File: src/hw/rtl/imgr_pkg.sv
// Shared types, constants and helpers for the mean-gradient sharpness block.
// No dependencies.
package imgr_pkg;

	localparam int MAX_WIDTH  = 4096;
	localparam int MAX_HEIGHT = 4096;
	localparam int FRAC_BITS  = 8;

	localparam int PIX_W   = 8;
	localparam int SIZE_W  = 13;
	localparam int COL_W   = $clog2(MAX_WIDTH);
	localparam int ROW_W   = $clog2(MAX_HEIGHT);
	localparam int SQ_W    = 2 * PIX_W + 1;
	localparam int RAD_W   = SQ_W + 2 * FRAC_BITS - 1;
	localparam int ROOT_W  = (RAD_W + 1) / 2;
	localparam int REM_W   = ROOT_W + 4;
	localparam int ACC_W   = 40;
	localparam int MEAN_W  = 16;
	localparam int CNT_W   = COL_W + ROW_W;
	localparam int ADDR_W  = 3;

	localparam logic [SIZE_W-1:0] WIDTH_RESET  = SIZE_W'(640);
	localparam logic [SIZE_W-1:0] HEIGHT_RESET = SIZE_W'(480);

	localparam logic REG_FRAME_WIDTH  = 1'b0;
	localparam logic REG_FRAME_HEIGHT = 1'b1;

	typedef struct packed {
		logic valid;
		logic gate;
		logic last;
	} imgr_tag_t;

	typedef struct packed {
		logic [REM_W-1:0]  rem;
		logic [ROOT_W-1:0] root;
		logic [RAD_W-1:0]  rad;
	} imgr_sqrt_t;

	// clamp a size register to [2, max] and return size - 1
	function automatic logic [COL_W-1:0] size_m1(logic [SIZE_W-1:0] v, int maxv);
		logic [COL_W-1:0] r;
		if (v < SIZE_W'(2))
			r = COL_W'(1);
		else if (v > SIZE_W'(maxv))
			r = COL_W'(maxv - 1);
		else
			r = COL_W'(v - SIZE_W'(1));
		return r;
	endfunction

endpackage

File: src/hw/rtl/imgr_sqrt_cell.sv
// One cell of the square-root chain: resolves one root bit per cell.
// Depends on imgr_pkg.
module imgr_sqrt_cell import imgr_pkg::*; (
	input  logic       clk,
	input  logic       arst_n,
	input  imgr_tag_t  up_tag,
	input  imgr_sqrt_t up_data,
	output imgr_tag_t  dn_tag,
	output imgr_sqrt_t dn_data
);

	imgr_tag_t        tag_q;
	imgr_sqrt_t       data_q;
	logic [REM_W-1:0] rem_sh;
	logic [REM_W-1:0] trial;
	imgr_sqrt_t       data_n;

	always_comb begin
		rem_sh = {up_data.rem[REM_W-3:0], up_data.rad[RAD_W-1 -: 2]};
		trial  = REM_W'({up_data.root, 2'b01});
		data_n.rad = {up_data.rad[RAD_W-3:0], 2'b00};
		if (rem_sh >= trial) begin
			data_n.rem  = rem_sh - trial;
			data_n.root = {up_data.root[ROOT_W-2:0], 1'b1};
		end else begin
			data_n.rem  = rem_sh;
			data_n.root = {up_data.root[ROOT_W-2:0], 1'b0};
		end
	end

	always_ff @(posedge clk or negedge arst_n) begin
		if (!arst_n) begin
			tag_q <= '0;
		end else begin
			tag_q <= up_tag;
		end
	end

	always_ff @(posedge clk) begin
		data_q <= data_n;
	end

	assign dn_tag  = tag_q;
	assign dn_data = data_q;

endmodule

File: config.mk
export PLATFORM = sky130hd
export DESIGN_NAME = imgr_sqrt_cell
export DESIGN_NICKNAME = d
export VERILOG_FILES = /design/src/hw/rtl/imgr_pkg.sv /design/src/hw/rtl/imgr_sqrt_cell.sv
export SDC_FILE = /design/constraint.sdc
export NUM_CORES = 1
export LEC_CHECK = 0
export ABC_AREA = 1
export BUFFER_PORTS_ARGS = -buffer_cell sky130_fd_sc_hd__buf_2
export CAP_MARGIN = 15
export CELL_PAD_IN_SITES_DETAIL_PLACEMENT = 2
export CELL_PAD_IN_SITES_GLOBAL_PLACEMENT = 2
export CORE_ASPECT_RATIO = 1.75
export CORE_MARGIN = 2
export CORE_UTILIZATION = 26
export DETAILED_ROUTE_END_ITERATION = 10
export GPL_TIMING_DRIVEN = 0
export PLACE_DENSITY_LB_ADDON = 0.3
export SKIP_LAST_GASP = 1
export SLEW_MARGIN = 5
export SYNTH_ARGS = -nofsm -noshare
export SYNTH_HDL_FRONTEND = slang
export SYNTH_SLANG_ARGS = --single-unit
export TNS_END_PERCENT = 10
File: constraint.sdc
create_clock -name clk -period 0.8 [get_ports clk]
set_input_delay 0.04 -clock clk [delete_from_list [all_inputs] [get_ports clk]]
set_output_delay 0.04 -clock clk [all_outputs]
set_load 0.02 [all_outputs]
==> results_dict.tcl <==
set metrics [dict create \
    outcome "finished, violations left" \
    violations "negative setup slack" \
    max_cap_viol_count 0 \
    synth_compound_area_share_pct 3.83 \
    startpoint_type "input pin" \
    ys_seq_elements 69 \
    areaGrowthSynthToFinish_pct 94.1 \
    synth-edff-count 0 \
    routabilityCongestion 0.772 \
    via_per_inst 4.85 \
    final_util_pct 51.5 \
    die_area_um2 12600 \
    holdCritPathClass "in -> async" \
    antenna_found_initial 0 \
    muxShareOfSynthArea_pct 0 \
    crit_path_start "up_data[33]" \
    chipHeight_um 147 \
    period_needed_ns 1.43 \
    synthArstFlopShare_pct 4.35 \
    core_area_um2 11500 \
    power.density_nw_per_um2 2070 \
    firstDrtPassIters 4 \
    yosys_warnings 0 \
    die_width_um 85.7 \
    synth_top_family_by_area "simple AND/OR/NAND/NOR gates" \
    grt_pass1_vias 4472 \
    drtIter0Drc 151 \
    yosysUniqueCellTypes 32 \
    cts.sinks 69 \
    maxSlewViolCount 0 \
    dp_hpwl_mm 8.84 \
    overflow 0 \
    hold_ws_ns 0.0551 \
    cts.clk_slew.worst_paths_ns 0.06 \
    crit_required_ns 1.09 \
    worstPathArrival_ns 1.72 \
    setup_viol 90 \
    vias 3788 \
    synthSimpleGateAreaFrac_pct 29.5 \
    rsz0062_at_grt "true" \
    cts_tree "done" \
    setup_ws_ns -0.626 \
    instances_no_fill 781 \
    ant_nets 0 \
    final.period_utilization_pct 178 \
    synth-main-ff-cell "dfxtp_1" \
    synth_area_um2 3040 \
    start_util_pct 26.5 \
    grt_max_degree 13 \
    placed_area_um2 4180 \
    diodes 0 \
    layout.nets 732 \
    max_freq_ghz 0.701 \
    p_leak_nw 3.01 \
    worst-setup-path-type "in -> reg" \
    wl_mm 20.4 \
    finalSetupTns_ns -17.19 \
    grt_use_total_pct 28.0 \
    clockBufferDepth 2 \
    synth_xor_area_share_pct 3.13 \
    final_area_um2 5890 \
    grt_pass1_wl_mm 26.1 \
    cp-end-kind "flip-flop" \
    synth_area_per_cell_um2 7.65 \
    root_buffer "clkbuf_16" \
    hold_violations 0 \
    cts_made_buffers 9 \
    ios 144 \
    dp.cells 672 \
    ir_worst_vdd_mv 1.63 \
    portBuffers 139 \
    synth_adder_area_share_pct 7.42 \
    wire_per_inst_um 26.1 \
    critPathMaxFanout 5 \
    rows 52 \
    yosysSeqAreaShare_pct 46.0 \
    netlist_instances 397 \
    drc 0 \
    drive_gt1_share_pct 46.9 \
    htreeDepth 3 \
]
synth_stat cells, types with 2 or more instances:
master    number  share of area (%)
o21bai_1       3               0.74
nand3_1       19                3.1
xor2_1         7                2.0
a21oi_1       11                1.8
nor2_2         3               0.62
xnor2_1        2               0.58
dfrtp_1        3                2.5
inv_2          2               0.25
and2_1         2               0.41
inv_1         61                7.5
nand2_2        5                1.0
buf_4          2               0.49
dfxtp_1       66                 44
nand3b_1       5                1.2
ha_1          18                7.4
nand4_1        3               0.62
nor2_1        24                3.0
buf_6          2               0.74
nand2_1      146                 18
critical path: stages:
cell and delay, ns:
buf_6 0.08, inv_2 0.05, ha_4 0.33, nand2_4 0.07, nand2_2 0.10, inv_2 0.06
o21ai_4 0.09, nand2_1 0.11, nand2_1 0.20, xor2_1 0.32, nand2_1 0.17, nand2_2 0.11
power breakdown:
| part | total (mW) | switching [mW] | internal [mW] | leakage [nW] |
|---|---|---|---|---|
| Combinational | 3.81 | 2.26 | 1.54 | 2.26 |
| Clock | 4.50 | 1.79 | 2.71 | 0.158 |
| Sequential | 3.90 | 0.130 | 3.77 | 0.592 |
| Total | 12.2 | 4.18 | 8.02 | 3.01 |
sequential cells by signal, indices dropped and copies added (netlist names):
name / cells
dn_data: 66
dn_tag: 3
timing repair:
action | in CTS | in global routing
resized for setup | 82 | 49
hold buffers | 65 | 1
setup endpoints to repair | 90 | 90
pin swaps | 34 | 21
gates cloned | 2 | 0
setup buffers | 21 | 5
hold endpoints to repair | 68 | 1
cell usage in the layout (no fill, tap or decap), types with 4 or more instances in the layout:
master / synthesis / final
dfxtp_1: 66 / 66
nand2_1: 146 / 101
a21oi_4: 1 / 4
clkbuf_16: 0 / 10
inv_1: 61 / 43
buf_2: 0 / 117
ha_4: 0 / 16
nand2_2: 5 / 32
xor2_1: 7 / 7
inv_4: 0 / 7
a21oi_1: 11 / 6
nand3b_1: 5 / 5
dlygate4sd3_1: 0 / 66
inv_2: 2 / 12
nor2_4: 1 / 6
buf_4: 2 / 28
nand3_2: 1 / 5
nor2_1: 24 / 17
nand3_1: 19 / 13
nand2_4: 1 / 18
buf_6: 2 / 17
nor2_2: 3 / 5
buf_12: 1 / 4
per-layer routing:
metal | share of wire [%] | track usage, % | vias up
met4 | 6.2 | 15.1 | 0
met1 | 33 | 26.8 | 1833
met3 | 4.7 | 4.33 | 76
li1 | - | - | 1690
met5 | 0 | 0 | -
met2 | 56 | 54.9 | 189
worst paths after layout:
check | cells after the start | to | slack (ns)
min in group clk | 3 | dn_data[67] | 0.09
max in group asynchronous | 2 | dn_tag[0] | 0.64
max | 12 | dn_data[56] | -0.63
min | 2 | dn_tag[2] | 0.06
through the flow:
step	power [mW]	setup slack, ns
after floorplan	5.52	-0.495
after global placement	6.37	-0.893
after detailed placement	6.46	-0.968
after CTS	11.5	-0.393
after global routing	12.6	-0.693
final	12.2	-0.626
cells by family after synthesis:
family / count (synthesis)
fa+ha+maj: 18
buf+inv: 69
compound gates: 18
simple gates: 212
other cells: 1
flops: 69
xor+xnor: 10
final cells by class:
type | count | area (um^2)
Clock buffer | 12 | 268
Sequential cell | 69 | 1400
Clock inverter | 4 | 52.6
Timing Repair Buffer | 233 | 1770
Buffer | 4 | 55.1
Tap cell | 135 | 169
Multi-Input combinational cell | 260 | 1900
Inverter | 64 | 278
Fill cell | 1173 | 5560
Note: power is estimated with default switching activity, not from simulation.
