==> config.mk <==
export PLATFORM = sky130hd
export DESIGN_NAME = imgr_divider
export DESIGN_NICKNAME = d
export VERILOG_FILES = /design/src/hw/rtl/imgr_pkg.sv /design/src/hw/rtl/imgr_divider.sv
export SDC_FILE = /design/constraint.sdc
export NUM_CORES = 1
export LEC_CHECK = 0
export ABC_AREA = 1
export BUFFER_PORTS_ARGS = -buffer_cell sky130_fd_sc_hd__clkbuf_2
export CORE_MARGIN = 2
export CORE_UTILIZATION = 30
export DETAILED_ROUTE_END_ITERATION = 12
export PLACE_DENSITY = 0.47
export SETUP_SLACK_MARGIN = 0.2
export SLEW_MARGIN = 20
export SYNTH_ARGS = -nofsm -noshare
export SYNTH_HDL_FRONTEND = slang
export SYNTH_SLANG_ARGS = --single-unit
==> constraint.sdc <==
create_clock -name clk -period 7.2 [get_ports clk]
set_input_delay 0.36 -clock clk [delete_from_list [all_inputs] [get_ports clk]]
set_output_delay 0.36 -clock clk [all_outputs]
set_load 0.02 [all_outputs]
==> src/hw/rtl/imgr_pkg.sv <==
// Shared types, constants and helpers for the mean-gradient sharpness block.
// No dependencies.
package imgr_pkg;

	localparam int MAX_WIDTH  = 4096;
	localparam int MAX_HEIGHT = 4096;
	localparam int FRAC_BITS  = 8;

	localparam int PIX_W   = 8;
	localparam int SIZE_W  = 13;
	localparam int COL_W   = $clog2(MAX_WIDTH);
	localparam int ROW_W   = $clog2(MAX_HEIGHT);
	localparam int SQ_W    = 2 * PIX_W + 1;
	localparam int RAD_W   = SQ_W + 2 * FRAC_BITS - 1;
	localparam int ROOT_W  = (RAD_W + 1) / 2;
	localparam int REM_W   = ROOT_W + 4;
	localparam int ACC_W   = 40;
	localparam int MEAN_W  = 16;
	localparam int CNT_W   = COL_W + ROW_W;
	localparam int ADDR_W  = 3;

	localparam logic [SIZE_W-1:0] WIDTH_RESET  = SIZE_W'(640);
	localparam logic [SIZE_W-1:0] HEIGHT_RESET = SIZE_W'(480);

	localparam logic REG_FRAME_WIDTH  = 1'b0;
	localparam logic REG_FRAME_HEIGHT = 1'b1;

	typedef struct packed {
		logic valid;
		logic gate;
		logic last;
	} imgr_tag_t;

	typedef struct packed {
		logic [REM_W-1:0]  rem;
		logic [ROOT_W-1:0] root;
		logic [RAD_W-1:0]  rad;
	} imgr_sqrt_t;

	// clamp a size register to [2, max] and return size - 1
	function automatic logic [COL_W-1:0] size_m1(logic [SIZE_W-1:0] v, int maxv);
		logic [COL_W-1:0] r;
		if (v < SIZE_W'(2))
			r = COL_W'(1);
		else if (v > SIZE_W'(maxv))
			r = COL_W'(maxv - 1);
		else
			r = COL_W'(v - SIZE_W'(1));
		return r;
	endfunction

endpackage

==> src/hw/rtl/imgr_divider.sv <==
// Restoring divider, one quotient bit per cycle, for the frame mean.
// Depends on imgr_pkg.
module imgr_divider import imgr_pkg::*; (
	input  logic              clk,
	input  logic              arst_n,
	input  logic              start,
	input  logic [ACC_W-1:0]  dividend,
	input  logic [CNT_W-1:0]  divisor,
	output logic              done,
	output logic [MEAN_W-1:0] quotient
);

	logic [ACC_W-1:0]          rem_q;
	logic [ACC_W-1:0]          dsh_q;
	logic [MEAN_W-1:0]         quo_q;
	logic [$clog2(MEAN_W)-1:0] step_q;
	logic                      busy_q;
	logic                      done_q;

	always_ff @(posedge clk or negedge arst_n) begin
		if (!arst_n) begin
			busy_q <= 1'b0;
			done_q <= 1'b0;
			step_q <= '0;
		end else begin
			done_q <= 1'b0;
			if (start) begin
				busy_q <= 1'b1;
				step_q <= '0;
			end else if (busy_q) begin
				step_q <= step_q + 1'b1;
				if (step_q == $clog2(MEAN_W)'(MEAN_W - 1)) begin
					busy_q <= 1'b0;
					done_q <= 1'b1;
				end
			end
		end
	end

	always_ff @(posedge clk) begin
		if (start) begin
			rem_q <= dividend;
			dsh_q <= ACC_W'({divisor, {(MEAN_W-1){1'b0}}});
		end else if (busy_q) begin
			dsh_q <= dsh_q >> 1;
			if (rem_q >= dsh_q) begin
				rem_q <= rem_q - dsh_q;
				quo_q <= {quo_q[MEAN_W-2:0], 1'b1};
			end else begin
				quo_q <= {quo_q[MEAN_W-2:0], 1'b0};
			end
		end
	end

	assign done     = done_q;
	assign quotient = quo_q;

endmodule

==> summary.md <==
| Metric | Value |
|---|---|
| Gr ovfl total | `0` |
| Setup Skew | `0.00997 ns` |
| Remaining antenna violation count after routing | `0` |
| CTS max path bufs | `2` |
| Worst path top cell family by delay | `simple AND/OR/NAND/NOR gates` |
| Via density | `4.48` |
| Die height | `156 um` |
| Critical Path Start Type | `flip-flop` |
| DRT iter0 DRCs | `352` |
| Crit-path max FO | `40` |
| # DRC | `0` |
| Cells after synthesis | `between 900 and 1000` |
| Overall Power | `3.15 mW` |
| Peak VDD IR | `between 0.1 and 0.15 mV` |
| CP Data Required Time | `just over 7 ns` |
| RSZ-0062 raised after global routing | `false` |
| Commonest non-fill, non-tap cell in the layout | `nand2_1` |
| CP bufs+invs | `2` |
| Slew Viols, Final | `0` |
| PwrDens | `394 nW/um2` |
| Gpl congestion | `0.895` |
| H-tree depth | `3` |
| Layout area overhead | `14.9%` |
| Final TNS setup | `0 ns` |
| Worst reg-to-reg path cell count | `12` |
| Layout cell share with drive strength beyond 1 | `13.3%` |
| Setup crit end | `rem_q[4]$_DFFE_PP_` |
| # diodes | `0` |
| Post-synth net total | `1081` |
| Worst R2R Start | `rem_q[0]$_DFFE_PP_` |
| Num CTS Buffers | `9` |
| Syn. warnings | `0` |
| First-pass GRT wire length | `around 30 mm` |
| Placement Rows | `55` |
| CP max-delay cell | `nand2_2` |
| Count of clock tree sinks | `101` |
| Detailed-route via count | `between 6000 and 7000` |
| Clock insertion delay at the later pin of the skew report | `0.37 ns` |
| Initial antenna violation count | `0` |
| Largest net degree at the start of global routing | `85` |
| Die Span X | `156 um` |
| Hold Crit Class | `in2reg` |
| CP Depth | `12` |
| Vias in the first global route | `5957` |
| Crit. End Element | `flip-flop` |
| Synth cell types | `33` |
| CTS clock-pin slew for the worst setup and hold paths | `approximately 0.070 ns` |
| Largest stage delay on the critical path | `0.58 ns` |
| Io pins | `84` |
| Netlist Area Pre-Place | `6960 um2` |
| Setup-failing EPs final | `0` |
| DR WL/cell | `13.6 um` |
| Starting Density | `30.7%` |
| Critical path class | `reg2reg` |
| Status | `finished, final reports clean` |
| Leakage | `4.03 nW` |
| Post-layout minimum cycle time | `2.95 ns` |
| Commonest cells after routing, fill and taps aside | `350 x nand2_1, 171 x inv_1, 82 x clkbuf_2, 80 x edfxtp_1, 64 x nor2_1` |
| Post-DP HPWL | `around 14 mm` |
| Reg2Reg Setup Slack | `between 4 and 5 ns` |
| Seq/Total Area, Yosys | `approximately two fifths` |
| TritonRoute pass-1 iters | `5` |
| Hold Worst Slack | `approximately 0.26 ns` |
| Slew @ Worst Pin | `1.04 ns` |
| Final Hold Vio Count | `0` |
| Mapped Avg Cell Area | `7.15 um2` |
| Number of synthesized register bits | `101` |
| Relative slew margins | `30.2%` |
| Worst Path Arrival | `about 2.8 ns` |
| Die Footprint | `about 24000 um2` |
| Filler cells | `between 2000 and 2500` |
| Max Cap Violations | `0` |
| Area of the multi-input gates | `3390 um2` |
| Fmax achieved | `0.339 GHz` |
| Routed wire length | `about 18 mm` |
| Root Buffer | `clkbuf_16` |
| Total track usage | `between 15 and 20%` |
| Fin crit share | `approximately two fifths` |
| Sequential cell area | `2850 um2` |
| Crit-path cells | `inv_1 -> ha_1 -> inv_1 -> fa_1 -> nand3_1 -> nand3_1 -> nand2_1 -> nand2_2 -> nand4_1 -> nand4_1 -> nand2_1 -> nand2_2` |
| Crit. Startpoint | `rem_q[0]$_DFFE_PP_` |
| CTS tree | `done` |
| Number of nets in the layout | `roughly 1200` |
| Core area | `22700 um2` |
| Reg-to-Reg End | `rem_q[4]$_DFFE_PP_` |
| PortBufs | `just over 80` |
-- state kept, by name, summed over array words and instances, names as in the netlist --
register  count
busy_q        1
done          1
step_q        4
rem_q        40
quotient     16
dsh_q        39
-- through the flow --
step                worst slack (ns)  instances  cell area, um2  utilization (%)
detailed placement              4.16       1329            7700             33.9
finish                          4.25       1346            8000             35.2
floorplan                       4.41        973            6960                -
global placement                4.20       1329            7700             33.9
global route                    3.91       1346            8000             35.2
CTS                             4.18       1346            8000             35.2
-- tightest hold or removal path, delay by kind of cell --
family        cells  cell delay [ns]
buf+inv           2             0.12
simple gates      1             0.04
-- worst min-delay path by stage --
stage / startpoint / to / slack (ns) / cells after the start
4_1_cts: divisor[23] / dsh_q[38]$_DFFE_PP_ / 0.25 / 3
6_report: divisor[23] / dsh_q[38]$_DFFE_PP_ / 0.26 / 3
5_1_grt: divisor[9] / dsh_q[24]$_DFFE_PP_ / 0.26 / 3
2_1_floorplan: arst_n / busy_q$_DFF_PN0_ / 0.06 / 0
3_3_place_gp: arst_n / done$_DFF_PN0_ / 0.20 / 1
3_5_place_dp: arst_n / done$_DFF_PN0_ / 0.20 / 1
-- layer usage --
metal	vias to the layer above	global-route usage, %	routed length [um]
met4	0	4.15	274
met1	2644	22.3	9520
met3	16	2.74	744
met2	122	24.4	7760
met5	-	0	0
li1	3244	-	-
-- cell type report --
type,count,area share [%]
inverters,175,8.21
clock inverters,7,0.829
clock buffers,9,2.82
flip-flops and latches,101,35.7
multi-input cells,681,42.3
well taps,285,4.46
repair buffers,88,5.69
-- synthesized netlist by cell type (all sizes together) --
master / n / share of area [%]
o21ai: 53 / 3.8
nand3b: 2 / 0.22
edfxtp: 80 / 35
o21bai: 3 / 0.38
xnor2: 12 / 1.5
nor4: 3 / 0.27
o22ai: 14 / 1.3
fa: 1 / 0.29
dfrtp: 6 / 2.2
clkbuf: 11 / 0.59
buf: 5 / 0.36
and2: 2 / 0.18
nand4: 4 / 0.36
xor2: 1 / 0.13
nor2: 70 / 4.2
inv: 175 / 9.4
or2: 8 / 0.72
nand2: 366 / 20
nor3: 7 / 0.50
ha: 40 / 7.2
o21a: 1 / 0.11
dfxtp: 15 / 4.3
a21oi: 34 / 2.4
nand3: 59 / 4.7
a21o: 1 / 0.11
-- timing repair --
| item | 4_1_cts | 5_1_grt |
|---|---|---|
| resized for setup | 0 | 0 |
| buffers inserted | 0 | 0 |
| endpoints found under the hold margin | 6 | 0 |
| hold buffers | 1 | 0 |
-- cell families after synthesis --
| logic type | synth area share [%] |
|---|---|
| AO/OA/AOI/OAI | 8.11 |
| XOR/XNOR | 1.64 |
| adder cells (fa/ha/maj) | 7.48 |
| buffers and inverters | 10.4 |
| flip-flops | 41.0 |
| AND/OR/NAND/NOR | 31.4 |
-- report_power, final --
group	total [mW]	internal (mW)	switching [mW]
logic	1.79	0.610	1.18
registers	0.873	0.824	0.0489
clock network	0.491	0.244	0.247
total	3.15	1.68	1.48
(Power assumes the default switching activity.)
